[config.mk]
export PLATFORM = sky130hd
export DESIGN_NAME = fixed_block_pool_allocator_top_flat
export DESIGN_NICKNAME = d
export VERILOG_FILES = /design/src/design/fbpa_pkg.sv /design/src/design/fbpa_ifs.sv /design/src/design/fixed_block_pool_allocator_top.sv /design/src/design/fbpa_ctrl.sv /design/src/design/fbpa_dp.sv /design/src/flat_wrapper.sv
export SDC_FILE = /design/constraint.sdc
export NUM_CORES = 1
export LEC_CHECK = 0
export BUFFER_PORTS_ARGS = -buffer_cell sky130_fd_sc_hd__buf_2
export CAP_MARGIN = 20
export CELL_PAD_IN_SITES_DETAIL_PLACEMENT = 2
export CELL_PAD_IN_SITES_GLOBAL_PLACEMENT = 2
export CORE_AREA = 5 5 208 210
export DETAILED_ROUTE_END_ITERATION = 7
export DIE_AREA = 0 0 213 215
export PLACE_DENSITY = 0.79
export SYNTH_ARGS = -nofsm -noshare
export SYNTH_HDL_FRONTEND = slang
export SYNTH_HIERARCHICAL = 1
export SYNTH_SLANG_ARGS = --single-unit
[constraint.sdc]
create_clock -name clock -period 5.1 [get_ports clock]
set_input_delay 0.765 -clock clock [delete_from_list [all_inputs] [get_ports clock]]
set_output_delay 0.765 -clock clock [all_outputs]
set_load 0.01 [all_outputs]
[src/design/fbpa_pkg.sv]
// Shared types and constants for the fixed block pool allocator.
// No dependencies; every other design file refers to it by scoped name.
package fbpa_pkg;

   localparam int OFFSET_W = 16;
   localparam int STATUS_W = 2;

   typedef enum logic [STATUS_W-1:0] {
      STATUS_OK       = 2'd0,
      STATUS_EMPTY    = 2'd1,
      STATUS_RANGE    = 2'd2,
      STATUS_MISALIGN = 2'd3
   } status_type;

   typedef enum logic {
      ACTION_ALLOC = 1'b0,
      ACTION_FREE  = 1'b1
   } action_type;

   // controller -> datapath
   typedef struct packed {
      logic init_step;
      logic start_alloc;
      logic start_free;
      logic finish_alloc;
      logic finish_free;
   } cmd_type;

   // datapath -> controller
   typedef struct packed {
      logic init_last;
      logic out_free;
   } stat_type;

endpackage

[src/design/fbpa_ifs.sv]
// Valid/ready channel interfaces for the allocator's request and response beats.
// Depends on fbpa_pkg for the payload widths.
interface fbpa_req_if;
   logic                          valid;
   logic                          ready;
   logic                          action;
   logic [fbpa_pkg::OFFSET_W-1:0] free_offset;

   modport source (output valid, action, free_offset, input ready);
   modport sink (input valid, action, free_offset, output ready);
   modport monitor (input valid, ready, action, free_offset);
endinterface

interface fbpa_rsp_if;
   logic                          valid;
   logic                          ready;
   logic [fbpa_pkg::STATUS_W-1:0] status;
   logic [fbpa_pkg::OFFSET_W-1:0] alloc_offset;

   modport source (output valid, status, alloc_offset, input ready);
   modport sink (input valid, status, alloc_offset, output ready);
   modport monitor (input valid, ready, status, alloc_offset);
endinterface

[src/design/fixed_block_pool_allocator_top.sv]
// Top level of the fixed block pool allocator: controller plus datapath.
// Depends on fbpa_pkg, fbpa_ifs (channel interfaces), fbpa_ctrl and fbpa_dp.
//
// Hands out and takes back equal-size blocks of a pool of BLOCK_COUNT blocks of
// BLOCK_BYTES bytes, keeping a last-in-first-out free list in a next-pointer
// table memory. A request beat either allocates (answer: byte offset of the
// block, or status empty) or frees a byte offset (rejected as out of range, then
// as misaligned; otherwise pushed onto the list). Double frees are not caught.
// Only blocks whose offset fits in 16 bits are used. After reset the block runs
// a clearing pass over all BLOCK_COUNT table entries that chains the blocks in
// ascending order; req ready stays low until it is done. Each accepted request
// then finishes once the response register can take its beat: an allocate
// first registers the read of the head's next pointer; a free registers the
// block index from the reciprocal multiply of the offset, then does the check
// and table write. One request is in work at a time; the response register
// lets a new request in while the previous response beat waits.
module fixed_block_pool_allocator_top #(
   parameter int BLOCK_COUNT = 64,
   parameter int BLOCK_BYTES = 64
) (
   input logic        clock,
   input logic        reset,
   fbpa_req_if.sink   req_chan,
   fbpa_rsp_if.source rsp_chan
);

   fbpa_pkg::cmd_type  cmd;
   fbpa_pkg::stat_type stat;

   fbpa_ctrl u_ctrl (
      .clock      (clock),
      .reset      (reset),
      .req_valid  (req_chan.valid),
      .req_action (req_chan.action),
      .req_ready  (req_chan.ready),
      .stat       (stat),
      .cmd        (cmd)
   );

   fbpa_dp #(
      .BLOCK_COUNT (BLOCK_COUNT),
      .BLOCK_BYTES (BLOCK_BYTES)
   ) u_dp (
      .clock            (clock),
      .reset            (reset),
      .cmd              (cmd),
      .stat             (stat),
      .req_free_offset  (req_chan.free_offset),
      .rsp_valid        (rsp_chan.valid),
      .rsp_ready        (rsp_chan.ready),
      .rsp_status       (rsp_chan.status),
      .rsp_alloc_offset (rsp_chan.alloc_offset)
   );

endmodule

[src/design/fbpa_ctrl.sv]
// Sequencing state machine for the allocator: clearing pass, accept, finish.
// Depends on fbpa_pkg; drives fbpa_dp through cmd_type and reads stat_type.
module fbpa_ctrl (
   input  logic                clock,
   input  logic                reset,
   input  logic                req_valid,
   input  logic                req_action,
   output logic                req_ready,
   input  fbpa_pkg::stat_type  stat,
   output fbpa_pkg::cmd_type   cmd
);

   typedef enum logic [1:0] {
      S_INIT,
      S_IDLE,
      S_ALLOC,
      S_FREE
   } state_type;

   state_type state_ff;
   logic      ready_ff;
   logic      accept;

   assign req_ready = ready_ff;
   assign accept    = req_valid & ready_ff;

   always_comb begin
      cmd.init_step    = (state_ff == S_INIT);
      cmd.start_alloc  = accept & (req_action == fbpa_pkg::ACTION_ALLOC);
      cmd.start_free   = accept & (req_action == fbpa_pkg::ACTION_FREE);
      cmd.finish_alloc = (state_ff == S_ALLOC) & stat.out_free;
      cmd.finish_free  = (state_ff == S_FREE) & stat.out_free;
   end

   always_ff @(posedge clock) begin
      if (reset) begin
         state_ff <= S_INIT;
         ready_ff <= 1'b0;
      end else begin
         case (state_ff)
            S_INIT: begin
               if (stat.init_last) begin
                  state_ff <= S_IDLE;
                  ready_ff <= 1'b1;
               end
            end
            S_IDLE: begin
               if (accept) begin
                  state_ff <= (req_action == fbpa_pkg::ACTION_FREE) ? S_FREE : S_ALLOC;
                  ready_ff <= 1'b0;
               end
            end
            S_ALLOC, S_FREE: begin
               // finish only when the response register can take the beat
               if (stat.out_free) begin
                  state_ff <= S_IDLE;
                  ready_ff <= 1'b1;
               end
            end
            default: begin
               state_ff <= S_INIT;
               ready_ff <= 1'b0;
            end
         endcase
      end
   end

endmodule

[src/design/fbpa_dp.sv]
// Allocator datapath: head register, next-pointer table memory, offset math,
// response register. Depends on fbpa_pkg; commanded by fbpa_ctrl.
module fbpa_dp #(
   parameter int BLOCK_COUNT = 64,
   parameter int BLOCK_BYTES = 64
) (
   input  logic                          clock,
   input  logic                          reset,
   input  fbpa_pkg::cmd_type             cmd,
   output fbpa_pkg::stat_type            stat,
   input  logic [fbpa_pkg::OFFSET_W-1:0] req_free_offset,
   output logic                          rsp_valid,
   input  logic                          rsp_ready,
   output logic [fbpa_pkg::STATUS_W-1:0] rsp_status,
   output logic [fbpa_pkg::OFFSET_W-1:0] rsp_alloc_offset
);

   localparam int OFF_W    = fbpa_pkg::OFFSET_W;
   localparam int IDX_W    = $clog2(BLOCK_COUNT + 1);
   localparam int ADDR_W   = $clog2(BLOCK_COUNT);
   localparam int BB_W     = $clog2(BLOCK_BYTES + 1);
   localparam int MAX_FIT  = (1 << OFF_W) / BLOCK_BYTES;
   localparam int USABLE   = (BLOCK_COUNT < MAX_FIT) ? BLOCK_COUNT : MAX_FIT;
   localparam int USABLE_BYTES = USABLE * BLOCK_BYTES;
   // reciprocal ceil(2^32 / BLOCK_BYTES) in 31 bits: exact quotient for any 16-bit offset when BLOCK_BYTES > 2
   localparam longint unsigned RECIP = ((64'd1 << 32) + BLOCK_BYTES - 1) / BLOCK_BYTES;
   localparam int RECIP_W  = 31;
   localparam int DIVP_W   = OFF_W + RECIP_W;
   localparam int QUOT_W   = DIVP_W - 32;
   localparam int BACK_W   = QUOT_W + BB_W;
   localparam int APROD_W  = IDX_W + BB_W;

   localparam logic [IDX_W-1:0]   NULL_IDX   = IDX_W'(BLOCK_COUNT);
   localparam logic [IDX_W-1:0]   USABLE_IDX = IDX_W'(USABLE);
   localparam logic [ADDR_W-1:0]  LAST_ADDR  = ADDR_W'(BLOCK_COUNT - 1);
   localparam logic [BB_W-1:0]    BYTES_K    = BB_W'(BLOCK_BYTES);
   localparam logic [RECIP_W-1:0] RECIP_K    = RECIP[RECIP_W-1:0];
   localparam logic [OFF_W:0]     END_K      = (OFF_W + 1)'(USABLE_BYTES);

   logic [IDX_W-1:0]  next_table [BLOCK_COUNT];

   logic [IDX_W-1:0]  head_ff;
   logic [ADDR_W-1:0] init_addr_ff;
   logic [IDX_W-1:0]  rd_ff;
   logic              empty_ff;
   logic [OFF_W-1:0]  aoff_ff;
   logic [OFF_W-1:0]  off_ff;
   logic [QUOT_W-1:0] quot_ff;
   logic              range_ff;
   logic              rsp_valid_ff;
   logic [fbpa_pkg::STATUS_W-1:0] rsp_status_ff;
   logic [OFF_W-1:0]  rsp_offset_ff;

   logic              head_ok;
   logic [IDX_W-1:0]  init_next;
   logic [IDX_W-1:0]  init_data;
   logic [DIVP_W-1:0] div_prod;
   logic [BACK_W-1:0] back_prod;
   logic [APROD_W-1:0] alloc_prod;
   logic              aligned;
   logic              free_ok;
   logic              wr_en;
   logic [ADDR_W-1:0] wr_addr;
   logic [IDX_W-1:0]  wr_data;
   fbpa_pkg::status_type free_status;

   assign head_ok    = (head_ff < USABLE_IDX);
   assign init_next  = IDX_W'(init_addr_ff) + IDX_W'(1);
   assign init_data  = (init_next < USABLE_IDX) ? init_next : NULL_IDX;
   assign div_prod   = DIVP_W'(req_free_offset) * DIVP_W'(RECIP_K);
   assign back_prod  = BACK_W'(quot_ff) * BACK_W'(BYTES_K);
   assign alloc_prod = APROD_W'(head_ff) * APROD_W'(BYTES_K);
   assign aligned    = (back_prod == BACK_W'(off_ff));
   assign free_ok    = !range_ff && aligned;

   always_comb begin
      if (range_ff) begin
         free_status = fbpa_pkg::STATUS_RANGE;
      end else if (!aligned) begin
         free_status = fbpa_pkg::STATUS_MISALIGN;
      end else begin
         free_status = fbpa_pkg::STATUS_OK;
      end
   end

   // one write port: clearing pass or a free pushing onto the list
   always_comb begin
      wr_en   = cmd.init_step | (cmd.finish_free & free_ok);
      wr_addr = cmd.init_step ? init_addr_ff : quot_ff[ADDR_W-1:0];
      wr_data = cmd.init_step ? init_data : (head_ok ? head_ff : NULL_IDX);
   end

   always_ff @(posedge clock) begin
      if (wr_en) begin
         next_table[wr_addr] <= wr_data;
      end
      if (cmd.start_alloc) begin
         rd_ff <= next_table[head_ff[ADDR_W-1:0]];
      end
   end

   assign stat.init_last = (init_addr_ff == LAST_ADDR);
   assign stat.out_free  = !rsp_valid_ff || rsp_ready;

   // request operands
   always_ff @(posedge clock) begin
      if (cmd.start_alloc) begin
         empty_ff <= !head_ok;
         aoff_ff  <= OFF_W'(alloc_prod);
      end
      if (cmd.start_free) begin
         off_ff   <= req_free_offset;
         quot_ff  <= div_prod[DIVP_W-1:32];
         range_ff <= ({1'b0, req_free_offset} >= END_K);
      end
   end

   always_ff @(posedge clock) begin
      if (reset) begin
         head_ff      <= '0;
         init_addr_ff <= '0;
      end else begin
         if (cmd.init_step) begin
            init_addr_ff <= init_addr_ff + ADDR_W'(1);
         end
         if (cmd.finish_alloc && !empty_ff) begin
            head_ff <= (rd_ff < USABLE_IDX) ? rd_ff : NULL_IDX;
         end else if (cmd.finish_free && free_ok) begin
            head_ff <= IDX_W'(quot_ff);
         end
      end
   end

   always_ff @(posedge clock) begin
      if (reset) begin
         rsp_valid_ff <= 1'b0;
      end else if (cmd.finish_alloc || cmd.finish_free) begin
         rsp_valid_ff <= 1'b1;
      end else if (rsp_ready) begin
         rsp_valid_ff <= 1'b0;
      end
   end

   always_ff @(posedge clock) begin
      if (cmd.finish_alloc) begin
         rsp_status_ff <= empty_ff ? fbpa_pkg::STATUS_EMPTY : fbpa_pkg::STATUS_OK;
         rsp_offset_ff <= empty_ff ? '0 : aoff_ff;
      end else if (cmd.finish_free) begin
         rsp_status_ff <= free_status;
         rsp_offset_ff <= '0;
      end
   end

   assign rsp_valid        = rsp_valid_ff;
   assign rsp_status       = rsp_status_ff;
   assign rsp_alloc_offset = rsp_offset_ff;

endmodule

[src/flat_wrapper.sv]
// flat-port wrapper written by rule: the top's interface ports become plain ports
module fixed_block_pool_allocator_top_flat 
#(
   parameter int BLOCK_COUNT = 64,
   parameter int BLOCK_BYTES = 64
)
  (clock, reset, req_chan_valid, req_chan_action, req_chan_free_offset, req_chan_ready, rsp_chan_valid, rsp_chan_status, rsp_chan_alloc_offset, rsp_chan_ready);
  fbpa_req_if req_chan_i ();
  fbpa_rsp_if rsp_chan_i ();
  input logic clock;
  input logic reset;
  input wire logic [$bits(req_chan_i.valid)-1:0] req_chan_valid;
  input wire logic [$bits(req_chan_i.action)-1:0] req_chan_action;
  input wire logic [$bits(req_chan_i.free_offset)-1:0] req_chan_free_offset;
  output wire logic [$bits(req_chan_i.ready)-1:0] req_chan_ready;
  output wire logic [$bits(rsp_chan_i.valid)-1:0] rsp_chan_valid;
  output wire logic [$bits(rsp_chan_i.status)-1:0] rsp_chan_status;
  output wire logic [$bits(rsp_chan_i.alloc_offset)-1:0] rsp_chan_alloc_offset;
  input wire logic [$bits(rsp_chan_i.ready)-1:0] rsp_chan_ready;
  assign req_chan_i.valid = req_chan_valid;
  assign req_chan_i.action = req_chan_action;
  assign req_chan_i.free_offset = req_chan_free_offset;
  assign req_chan_ready = req_chan_i.ready;
  assign rsp_chan_valid = rsp_chan_i.valid;
  assign rsp_chan_status = rsp_chan_i.status;
  assign rsp_chan_alloc_offset = rsp_chan_i.alloc_offset;
  assign rsp_chan_i.ready = rsp_chan_ready;
  fixed_block_pool_allocator_top #(.BLOCK_COUNT(BLOCK_COUNT), .BLOCK_BYTES(BLOCK_BYTES)) u_core (.clock(clock), .reset(reset), .req_chan(req_chan_i), .rsp_chan(rsp_chan_i));
endmodule
# Yosys cells after proc, flatten, opt, wreduce, memory -nomap -nowiden
# Memories as Yosys holds them, arrays and structs flattened. A register that Yosys moved wholly into a read port is not among the register bits.
# Cells that the tools add are included.
# word_totals
inputBits,21
rom_bits,0
register_bits,70
word_cells,78
memories,1
latch_bits,0
mem_bits_rw,448
# memory_table
memory,words,width,read_ports,rd_clocked_by_memory_dff,write_ports,line_no,text
u_core.u_dp.next_table,64,7,1,1,1,fbpa_dp.sv:40,logic [IDX_W-1:0] next_table [BLOCK_COUNT];
# classes
multipliers,0
n_div,0
n_mux,28
shifts,0
n_bitwise,8
eq_ne,8
addsub,2
reduce_logical,15
magnitude_cmp,4
# op_table
cell,count
7-bit two-way mux,6
16-bit two-way mux,2
7-bit less-than comparator (second input constant),3
16-bit equality test,1
16-bit by 13-bit >= comparator with 1-bit output (second input constant),1
2-bit two-way mux,7
13-bit two-way mux,1
1-bit two-way mux,9
6-bit by 1-bit adder with 7-bit output (second input constant),1
6-bit by 1-bit adder with 6-bit output (second input constant),1
1-bit AND,6
6-bit equality test (second input constant),1
6-bit two-way mux,1
2-bit case mux with 3 select lines,1
2-bit nonzero test,3
2-bit equality test (second input constant),2
1-bit zero test,4
2-bit != test (second input constant),2
1-bit logical AND,3
1-bit case mux with 3 select lines,1
3-bit AND reduction,1
2-bit by 1-bit equality test with 1-bit output (second input constant),1
2-bit zero test,1
1-bit logical OR,2
other kinds (4),4

# Longest topological paths before layout
# Gate-level depths: netlist (run 1).
# depth
word_depth,7
ltp_mapped,9

# Modules after synthesis
# Netlist (run 1), hierarchy kept.
# by_module_without_submodules
mod,cells_per_inst,area_per_inst_um2,instances
fbpa_dp,995,19769.0,1
fbpa_ctrl,20,160.2,1

# Worst setup path before layout (run 1)
# OpenSTA, ideal clock, no wires.
# synth_path
path_kind,register -> register
startpoint,register u_core.u_dp.init_addr_ff[0]
endpoint,"memory u_core/u_dp/next_table[0][0] in the netlist's numbering, data pin"
period_less_slack_ps,4196
setup_time_ps,702
stages_incl_launch_ff,6
slack_ps,904
arrival_ps,3495
cell_sequence,dfxtp_1 -> ha_1 -> and2_1 -> nand4_1 -> inv_1 -> o21ai_0
# synth_between
elab_chain_len,4
# synth_lines
element,line_no,text
"start, declared",fbpa_dp.sv:43,logic [ADDR_W-1:0] init_addr_ff;
"start signal, assigned",fbpa_dp.sv:124,init_addr_ff <= init_addr_ff + ADDR_W'(1);
6-bit by 1-bit adder with 7-bit output (*),fbpa_dp.sv:68,assign init_next = IDX_W'(init_addr_ff) + IDX_W'(1);
7-bit less-than comparator,fbpa_dp.sv:69,assign init_data = (init_next < USABLE_IDX) ? init_next : NULL_IDX;
7-bit two-way mux (*),fbpa_dp.sv:69,
7-bit two-way mux (*),fbpa_dp.sv:90,wr_data = cmd.init_step ? init_data : (head_ok ? head_ff : NULL_IDX);
net u_core.u_dp.wr_data[0],fbpa_dp.sv:64,logic [IDX_W-1:0] wr_data;
"end, declared",fbpa_dp.sv:40,
# The timed path passes the listed nets; every way through them passes the cells marked *.

==> results of run 1 <==
## metrics by stage
| stage | setup WS [ps] | cell area, um^2 |
|---|---|---|
| final | 1220 | 22100 |
| after global routing | 1180 | 22100 |
| after CTS | 1350 | 22100 |
| after detailed placement | 1230 | 20500 |
| after global placement | 1670 | 20500 |
| after floorplan | 904 | 20000 |
## power breakdown
part | internal (W) | switching [W] | total [W]
Combinational | 0.0000432 | 0.000169 | 0.000212
Sequential | 0.00455 | 0.0000182 | 0.00457
Clock | 0.00202 | 0.00164 | 0.00366
Total | 0.00661 | 0.00182 | 0.00844
## state kept, by name (all words and copies together) (netlist names)
signal                        cells
u_core/u_dp/next_table          448
u_core/u_dp/off_ff               13
u_core/u_dp/head_ff               7
u_core/u_dp/rd_ff                 7
u_core/u_dp/rsp_alloc_offset      7
u_core/u_dp/aoff_ff               6
u_core/u_dp/init_addr_ff          6
u_core/u_ctrl/state_ff            2
u_core/u_dp/rsp_status            2
u_core/u_ctrl/req_ready           1
u_core/u_dp/empty_ff              1
u_core/u_dp/range_ff              1
u_core/u_dp/rsp_valid             1
## cell usage after synthesis (4+ instances only)
cell,n,area share
sky130_fd_sc_hd__nand2b_1,8,0.0025
sky130_fd_sc_hd__mux4_2,99,0.11
sky130_fd_sc_hd__o41ai_1,6,0.0026
sky130_fd_sc_hd__buf_2,13,0.0033
sky130_fd_sc_hd__a221o_1,6,0.0030
sky130_fd_sc_hd__o22ai_1,7,0.0022
sky130_fd_sc_hd__nand2_1,31,0.0058
sky130_fd_sc_hd__inv_1,7,0.0013
sky130_fd_sc_hd__clkbuf_1,13,0.0024
sky130_fd_sc_hd__dfxtp_1,17,0.017
sky130_fd_sc_hd__buf_4,21,0.0079
sky130_fd_sc_hd__mux2_2,11,0.0062
sky130_fd_sc_hd__mux2i_1,36,0.018
sky130_fd_sc_hd__and2_1,7,0.0022
sky130_fd_sc_hd__and3_1,4,0.0013
sky130_fd_sc_hd__a2111oi_0,6,0.0026
sky130_fd_sc_hd__o22a_1,6,0.0026
sky130_fd_sc_hd__edfxtp_1,485,0.73
sky130_fd_sc_hd__a22o_1,5,0.0022
sky130_fd_sc_hd__nor2b_1,9,0.0028
sky130_fd_sc_hd__xor2_1,6,0.0026
sky130_fd_sc_hd__o21ai_0,6,0.0015
sky130_fd_sc_hd__nand3_1,11,0.0028
sky130_fd_sc_hd__a211oi_1,21,0.0079
sky130_fd_sc_hd__nor2_1,94,0.018
sky130_fd_sc_hd__a21oi_1,18,0.0045
sky130_fd_sc_hd__mux4_1,7,0.0092
sky130_fd_sc_hd__buf_6,8,0.0045
sky130_fd_sc_hd__o221ai_1,6,0.0026
## cell families (layout without fill, tap and decap cells)
logic type	after synthesis	in the layout	share of synthesized area
other	1	10	0.000188
AOI/OAI and AO/OA	102	102	0.0388
adders and majority gates	1	1	0.000628
and+or+nand+nor	179	179	0.0406
DFF	502	502	0.748
buffers and inverters	70	139	0.0234
xor gates and xnor gates	7	7	0.00308
muxes	153	153	0.145
## cells in the final DEF, fill, tap and decap left out, types with 11 or more instances in the layout
cell type,count
sky130_fd_sc_hd__edfxtp_1,485
sky130_fd_sc_hd__mux4_2,99
sky130_fd_sc_hd__nor2_1,93
sky130_fd_sc_hd__clkbuf_16,51
sky130_fd_sc_hd__mux2i_1,36
sky130_fd_sc_hd__buf_2,31
sky130_fd_sc_hd__nand2_1,31
sky130_fd_sc_hd__a211oi_1,21
sky130_fd_sc_hd__a21oi_1,18
sky130_fd_sc_hd__dfxtp_1,14
sky130_fd_sc_hd__clkinv_1,12
sky130_fd_sc_hd__nand3_1,11
sky130_fd_sc_hd__buf_4,11
## layer usage
| metal | vias to the layer above | global-route usage | routed length, um |
|---|---|---|---|
| li1 | 4232 | - | - |
| met5 | - | 0 | 0 |
| met1 | 5898 | 0.394 | 25600 |
| met4 | 0 | 0.126 | 3610 |
| met2 | 665 | 0.471 | 32000 |
| met3 | 179 | 0.0496 | 4720 |
## worst reg2reg max path, delay by kind of cell, from the launching register on
family	cells	cell delay (ps)
and+or+nand+nor	3	2210
muxes	1	880
DFF	1	400
## worst paths after layout
path / end / slack (ps) / cells after the start / startpoint
worst min register to register: u_core/u_dp/empty_ff / 540 / 0 / u_core/u_dp/head_ff[6]
worst max register to register: u_core/u_dp/next_table[12][4] / 1220 / 4 / u_core/u_ctrl/state_ff[1]
worst min-delay path: u_core/u_dp/off_ff[2] / 340 / 1 / req_chan_free_offset[2]
worst max-delay path: u_core/u_dp/next_table[12][4] / 1220 / 4 / u_core/u_ctrl/state_ff[1]
## final cells by class
type / instances / area (um^2) / area share
Tap cell: 539 / 674 / 0.0305
Multi-Input combinational cell: 452 / 4630 / 0.210
Sequential cell: 502 / 14900 / 0.675
Clock buffer: 59 / 1310 / 0.0591
Timing Repair Buffer: 45 / 298 / 0.0135
Inverter: 8 / 30.0 / 0.00136
Clock inverter: 27 / 231 / 0.0105
==> insert_results.sql, run 1 <==
INSERT INTO impl_metrics (metric_group, metric, value, unit) VALUES
('global_routing', 'grt.total_usage', '0.292', ''),
('logic_synthesis', 'synth-seq-cells', '502', ''),
('cells_and_area', 'post_layout_nonfiller_instances', '1632', ''),
('floorplan', 'top_level_ports', '41', ''),
('sta', 'setup-tns-final', '0', 'ps'),
('global_routing', 'antenna_found_initial', '0', ''),
('place', 'numPlacedInstances', '1546', ''),
('routing', 'route.detailed.wl_per_inst', '40.4', 'um'),
('worst_setup_path', 'cp.required', '5310', 'ps'),
('sta', 'report.final.hold_viol_count', '0', ''),
('min_path', 'min_delay_path_class', 'in -> reg', ''),
('routing', 'number_of_vias_per_cell', '6.72', ''),
('sta', 'fmax', '0.258', 'GHz'),
('sta', 'worstMarginPinSlew', '1150', 'ps'),
('clock_tree', 'cts_resized', '0', ''),
('power', 'irDropWorstVdd', '209', 'uV'),
('logic_synthesis', 'synth_sequential_area_ratio', '0.748', ''),
('logic_synthesis', 'synth.cell_area', '0.0199', 'mm^2'),
('sta', 'period_share', '0.761', ''),
('worst_setup_path', 'worst-path-max-fanout', '15', ''),
('power', 'p_total', '0.00844', 'W'),
('logic_synthesis', 'synth_cell_type_count', '59', ''),
('place', 'gp_congestion', '0.781', ''),
('clock_tree', 'root_buffer_master', 'sky130_fd_sc_hd__clkbuf_16', ''),
('worst_setup_path', 'cp.arrival', '4090', 'ps'),
('routing', 'drt-initial-drc-count', '1441', ''),
('cells_and_area', 'filler_cell_count', '3461', ''),
('worst_setup_path', 'criticalPathCategory', 'reg -> reg', ''),
('sta', 'setup_viol_count_final', '0', ''),
('clock_tree', 'clk-insertion-delay-late', '610', 'ps'),
('global_routing', 'grt.overflow.total', '0', ''),
('routing', 'routed_wirelength', '66.0', 'mm'),
('worst_setup_path', 'critical_path.n_buffers_inverters', '0', ''),
('clock_tree', 'tritoncts.num_buffers', '50', ''),
('logic_synthesis', 'syn_avg_cell_area', '19.6', 'um^2'),
('global_routing', 'grt_first_pass_wirelength', '94.1', 'mm'),
('global_routing', 'grt_pass1_vias', '11700', ''),
('clock_tree', 'htreeDepth', '2', ''),
('cells_and_area', 'syn_to_final_growth', '10.8', '%'),
('routing', 'ant_nets', '0', ''),
('cells_and_area', 'nets_final', '1081', ''),
('global_routing', 'grt_start_max_net_pins', '65', ''),
('worst_setup_path', 'critical_path.cell_chain', 'nor2_2 > mux2i_1 > nand3_1 > nor2_1', ''),
('worst_setup_path', 'crit_path_start_kind', 'register', ''),
('floorplan', 'core-area', '0.0414', 'mm^2'),
('power', 'power_density', '382', 'mW/mm^2'),
('sta', 'clock_skew', '31.3', 'ps'),
('routing', 'post-route-drc-count', '0', ''),
('routing', 'drt_pre_antenna_iters', '7', ''),
('clock_tree', 'clock_tree.buffer_depth', '3', ''),
('logic_synthesis', 'ys.warnings.count', '6', ''),
('run', 'max_cap_violations', '0', ''),
('clock_tree', 'post-cts-setup-buffers', '0', ''),
('floorplan', 'initial_core_util', '0.482', ''),
('routing', 'vias', '11000', ''),
('worst_setup_path', 'cp-end-kind', 'register', ''),
('sta', 'setup_repair_after_global_routing_missed_its_margin', 'false', ''),
('status', 'status', 'finished, final reports clean', ''),
('floorplan', 'die_x', '213', 'um'),
('worst_setup_path', 'crit_slowest_cell', 'sky130_fd_sc_hd__mux2i_1', ''),
('worst_setup_path', 'critPathMaxStageDelay', '870', 'ps'),
('place', 'place.port_buffers', '31', ''),
('clock_tree', 'hold_buffers', '0', ''),
('clock_tree', 'cts.sinks', '502', ''),
('sta', 'whs', '339', 'ps'),
('sta', 'fin_max_slew_vios', '0', ''),
('sta', 'period_minus_slack', '3880', 'ps'),
('cells_and_area', 'num_antenna_cells', '0', ''),
('power', 'static-leakage-power', '7.11', 'nW'),
('logic_synthesis', 'count_of_flip_flops_with_a_built_in_enable_after_synthesis', '485', ''),
('cells_and_area', 'post_route_cells_drive_above_1_share', '0.218', ''),
('logic_synthesis', 'synthArstFlopShare', '0', ''),
('floorplan', 'die_area', '0.0458', 'mm^2'),
('sta', 'max_slew_margin', '0.230', ''),
('logic_synthesis', 'synth_ff_type', 'sky130_fd_sc_hd__edfxtp_1', ''),
('floorplan', 'die_height', '215', 'um'),
('place', 'hpwlAfterDp', '39.3', 'mm'),
('logic_synthesis', 'syn_inst', '1015', ''),
('worst_setup_path', 'kind_of_cell_with_the_highest_combined_delay_on_the_critical_path', 'simple AND/OR/NAND/NOR gates', ''),
('clock_tree', 'tritoncts', 'yes', ''),
('cells_and_area', 'final_core_util', '0.534', ''),
('clock_tree', 'worst_setup_hold_path_clk_slew', '60', 'ps'),
('floorplan', 'placementRows', '75', '');
(Power assumes the default switching activity.)
==> run 2, diff against run 1 <==
--- a/config.mk
+++ b/config.mk
@@ -9,10 +9,10 @@
 export CAP_MARGIN = 20
 export CELL_PAD_IN_SITES_DETAIL_PLACEMENT = 2
 export CELL_PAD_IN_SITES_GLOBAL_PLACEMENT = 2
-export CORE_AREA = 5 5 208 210
+export CORE_AREA = 5 5 219 221
 export DETAILED_ROUTE_END_ITERATION = 7
-export DIE_AREA = 0 0 213 215
-export PLACE_DENSITY = 0.79
+export DIE_AREA = 0 0 224 226
+export PLACE_DENSITY = 0.75
 export SYNTH_ARGS = -nofsm -noshare
 export SYNTH_HDL_FRONTEND = slang
 export SYNTH_HIERARCHICAL = 1
==> constraint.sdc (replaced) <==
create_clock -name clock -period 3.4 [get_ports clock]
set_input_delay 0.51 -clock clock [delete_from_list [all_inputs] [get_ports clock]]
set_output_delay 0.51 -clock clock [all_outputs]
set_load 0.01 [all_outputs]
==> run 2 against run 1 <==
Clock power rose by 48%. Count of clock-buffer cells in the layout rose by 8. Critical path depth grew 4. Maximum frequency rose by 19%. Setup slack worse by 1100 ps. Sequential cell count stayed put. Global-route usage decreased by 6.3 points. Design area up 3.7%. Via count down 2.5%. Core utilization fell by 3.5 points. Sequential power up 50%. Largest power group unchanged. Highest routed layer unchanged.
==> insert_results.sql, run 2 (synthesized netlist as in run 1, its figures left out) <==
INSERT INTO impl_metrics (metric_group, metric, value, unit) VALUES
('clock_tree', 'root_buffer_master', 'sky130_fd_sc_hd__clkbuf_16', ''),
('cells_and_area', 'layout.cells.most_common', 'sky130_fd_sc_hd__edfxtp_1', ''),
('floorplan', 'core-area', '0.0460', 'mm^2'),
('cells_and_area', 'syn_to_final_growth', '14.9', '%'),
('min_path', 'min_delay_path_class', 'in -> reg', ''),
('sta', 'clock_skew', '14.0', 'ps'),
('status', 'status', 'finished, final reports clean', ''),
('power', 'p_seq_frac', '0.542', ''),
('power', 'net-switching-power', '0.00258', 'W'),
('global_routing', 'grt_first_pass_wirelength', '84.0', 'mm'),
('clock_tree', 'htreeDepth', '2', ''),
('power', 'internal-power', '0.0100', 'W'),
('cells_and_area', 'stdcell_area', '0.0229', 'mm^2'),
('clock_tree', 'hold_buffers', '0', ''),
('place', 'place.port_buffers', '31', ''),
('routing', 'ant_nets', '0', ''),
('routing', 'number_of_vias_per_cell', '5.97', ''),
('cells_and_area', 'largest_reg_flops', '448', ''),
('clock_tree', 'tritoncts', 'yes', ''),
('cells_and_area', 'num_antenna_cells', '0', ''),
('sta', 'fin_max_slew_vios', '0', ''),
('global_routing', 'grt_pass1_vias', '11700', ''),
('sta', 'period_share', '0.955', ''),
('power', 'pwr-share-clk', '0.431', ''),
('floorplan', 'die_x', '224', 'um'),
('routing', 'drt-initial-drc-count', '1013', ''),
('sta', 'setup_viol_count_final', '0', ''),
('routing', 'routed_wirelength', '57.3', 'mm'),
('place', 'placed_area', '0.0213', 'mm^2'),
('floorplan', 'die_area', '0.0506', 'mm^2'),
('place', 'hpwlAfterDp', '37.3', 'mm'),
('floorplan', 'die_height', '226', 'um'),
('worst_setup_path', 'cp.arrival', '3540', 'ps'),
('cells_and_area', 'post_route_cells_drive_above_1_share', '0.269', ''),
('clock_tree', 'clk-insertion-delay-late', '590', 'ps'),
('worst_setup_path', 'criticalPathCategory', 'reg -> reg', ''),
('power', 'static-leakage-power', '7.56', 'nW'),
('routing', 'route.detailed.wl_per_inst', '32.0', 'um'),
('cells_and_area', 'post_layout_nonfiller_instances', '1792', ''),
('power', 'irDropWorstVdd', '317', 'uV'),
('global_routing', 'antenna_found_initial', '0', ''),
('sta', 'setup_repair_after_global_routing_missed_its_margin', 'false', ''),
('place', 'gp_congestion', '0.823', ''),
('global_routing', 'grt.overflow.total', '0', ''),
('cells_and_area', 'most-common-layout-cells', 'sky130_fd_sc_hd__edfxtp_1, sky130_fd_sc_hd__mux4_2, sky130_fd_sc_hd__nor2_1', ''),
('cells_and_area', 'nets_final', '1165', ''),
('global_routing', 'grt_start_max_net_pins', '65', ''),
('sta', 'setup-tns-final', '0', 'ps'),
('power', 'comb_power_share', '0.026', ''),
('run', 'max_cap_violations', '0', ''),
('worst_setup_path', 'cp-end-kind', 'register', ''),
('sta', 'setup_slack', '152', 'ps'),
('worst_setup_path', 'worst-path-max-fanout', '18', ''),
('worst_setup_path', 'crit_path_start_kind', 'register', ''),
('clock_tree', 'post-cts-setup-buffers', '0', ''),
('clock_tree', 'worst_setup_hold_path_clk_slew', '60', 'ps'),
('routing', 'drt_pre_antenna_iters', '7', ''),
('power', 'power_density', '550', 'mW/mm^2'),
('cells_and_area', 'max_flop_register', 'u_core/u_dp/next_table', ''),
('clock_tree', 'cts_resized', '0', ''),
('global_routing', 'grt.total_usage', '0.228', ''),
('sta', 'fmax', '0.308', 'GHz'),
('floorplan', 'initial_core_util', '0.434', ''),
('sta', 'period_minus_slack', '3250', 'ps'),
('routing', 'post-route-drc-count', '0', ''),
('worst_setup_path', 'cp.required', '3700', 'ps'),
('floorplan', 'top_level_ports', '41', ''),
('power', 'switching_share', '0.205', ''),
('floorplan', 'placementRows', '79', ''),
('sta', 'worstMarginPinSlew', '868', 'ps'),
('sta', 'max_slew_margin', '0.420', ''),
('place', 'numPlacedInstances', '1697', ''),
('clock_tree', 'cts.sinks', '502', ''),
('routing', 'vias', '10700', ''),
('clock_tree', 'tritoncts.num_buffers', '51', ''),
('cells_and_area', 'reg.largest.list', 'u_core/u_dp/next_table: 448 flops, u_core/u_dp/off_ff: 13 flops', ''),
('place', 'minimum_setup_slack_after_placement', '129', 'ps'),
('clock_tree', 'clock_tree.buffer_depth', '3', ''),
('sta', 'report.final.hold_viol_count', '0', '');
-- run 2: changes by cell type in the layout (fill, tap and decap cells not counted), moves of 2 or more --
cell,previous run,this run
sky130_fd_sc_hd__clkinv_2,9,7
sky130_fd_sc_hd__buf_4,11,88
sky130_fd_sc_hd__a22o_2,1,3
sky130_fd_sc_hd__clkbuf_8,0,2
sky130_fd_sc_hd__buf_12,3,9
sky130_fd_sc_hd__clkbuf_16,51,53
sky130_fd_sc_hd__clkinv_1,12,19
sky130_fd_sc_hd__a22o_4,2,0
sky130_fd_sc_hd__clkbuf_1,8,12
-- run 2: power by group through the flow --
stage	clock network (W)	registers, W	logic, W
after floorplan	0	0.00697	0.000142
after global placement	0	0.00696	0.000303
after detailed placement	0	0.00697	0.000332
after CTS	0.00554	0.00684	0.000333
after global routing	0.00585	0.00684	0.000352
final	0.00543	0.00684	0.000333
-- run 2: final cells by class --
cell class                 instances  area [um^2]
fill                            4008        23100
sequential                       502        14900
multi-input combinational        452         4610
clock buffer                      67         1400
timing repair buffer             128          996
tap                              607          759
clock inverter                    28          193
inverter                           8         30.0
-- run 2: worst paths after layout --
check	slack (ps)	depth (start not counted)	startpoint	to
min reg2reg	520	0	u_core/u_dp/head_ff[6]	u_core/u_dp/empty_ff
max reg2reg	150	8	u_core/u_ctrl/state_ff[1]	u_core/u_dp/next_table[58][3]
max	150	8	u_core/u_ctrl/state_ff[1]	u_core/u_dp/next_table[58][3]
min	100	1	req_chan_free_offset[5]	u_core/u_dp/off_ff[5]
-- run 2: worst max-delay path, stage by stage, from the launching register on --
cell                      delay, ps
sky130_fd_sc_hd__dfxtp_1        400
sky130_fd_sc_hd__nor2_2         560
sky130_fd_sc_hd__buf_4          370
sky130_fd_sc_hd__nor2b_1        190
sky130_fd_sc_hd__nand2_1        110
sky130_fd_sc_hd__o21ai_0        220
sky130_fd_sc_hd__nand2_1        530
sky130_fd_sc_hd__nor2_1         340
sky130_fd_sc_hd__buf_4          210
-- run 2: per-layer routing --
metal | vias up | global-route usage | wire length [um]
met5 | - | 0 | 0
met4 | 0 | 0.0899 | 2180
met3 | 106 | 0.0382 | 3400
met2 | 449 | 0.377 | 28200
met1 | 5752 | 0.306 | 23500
li1 | 4389 | - | -
-- run 2: per-stage QoR --
stage | total power, W | hold slack [ps] | util
after floorplan | 0.00711 | 403 | -
after detailed placement | 0.00730 | 509 | 0.464
after global placement | 0.00727 | 490 | 0.464
after CTS | 0.0127 | 68.9 | 0.498
after global routing | 0.0130 | 76.5 | 0.498
final | 0.0126 | 101 | 0.498
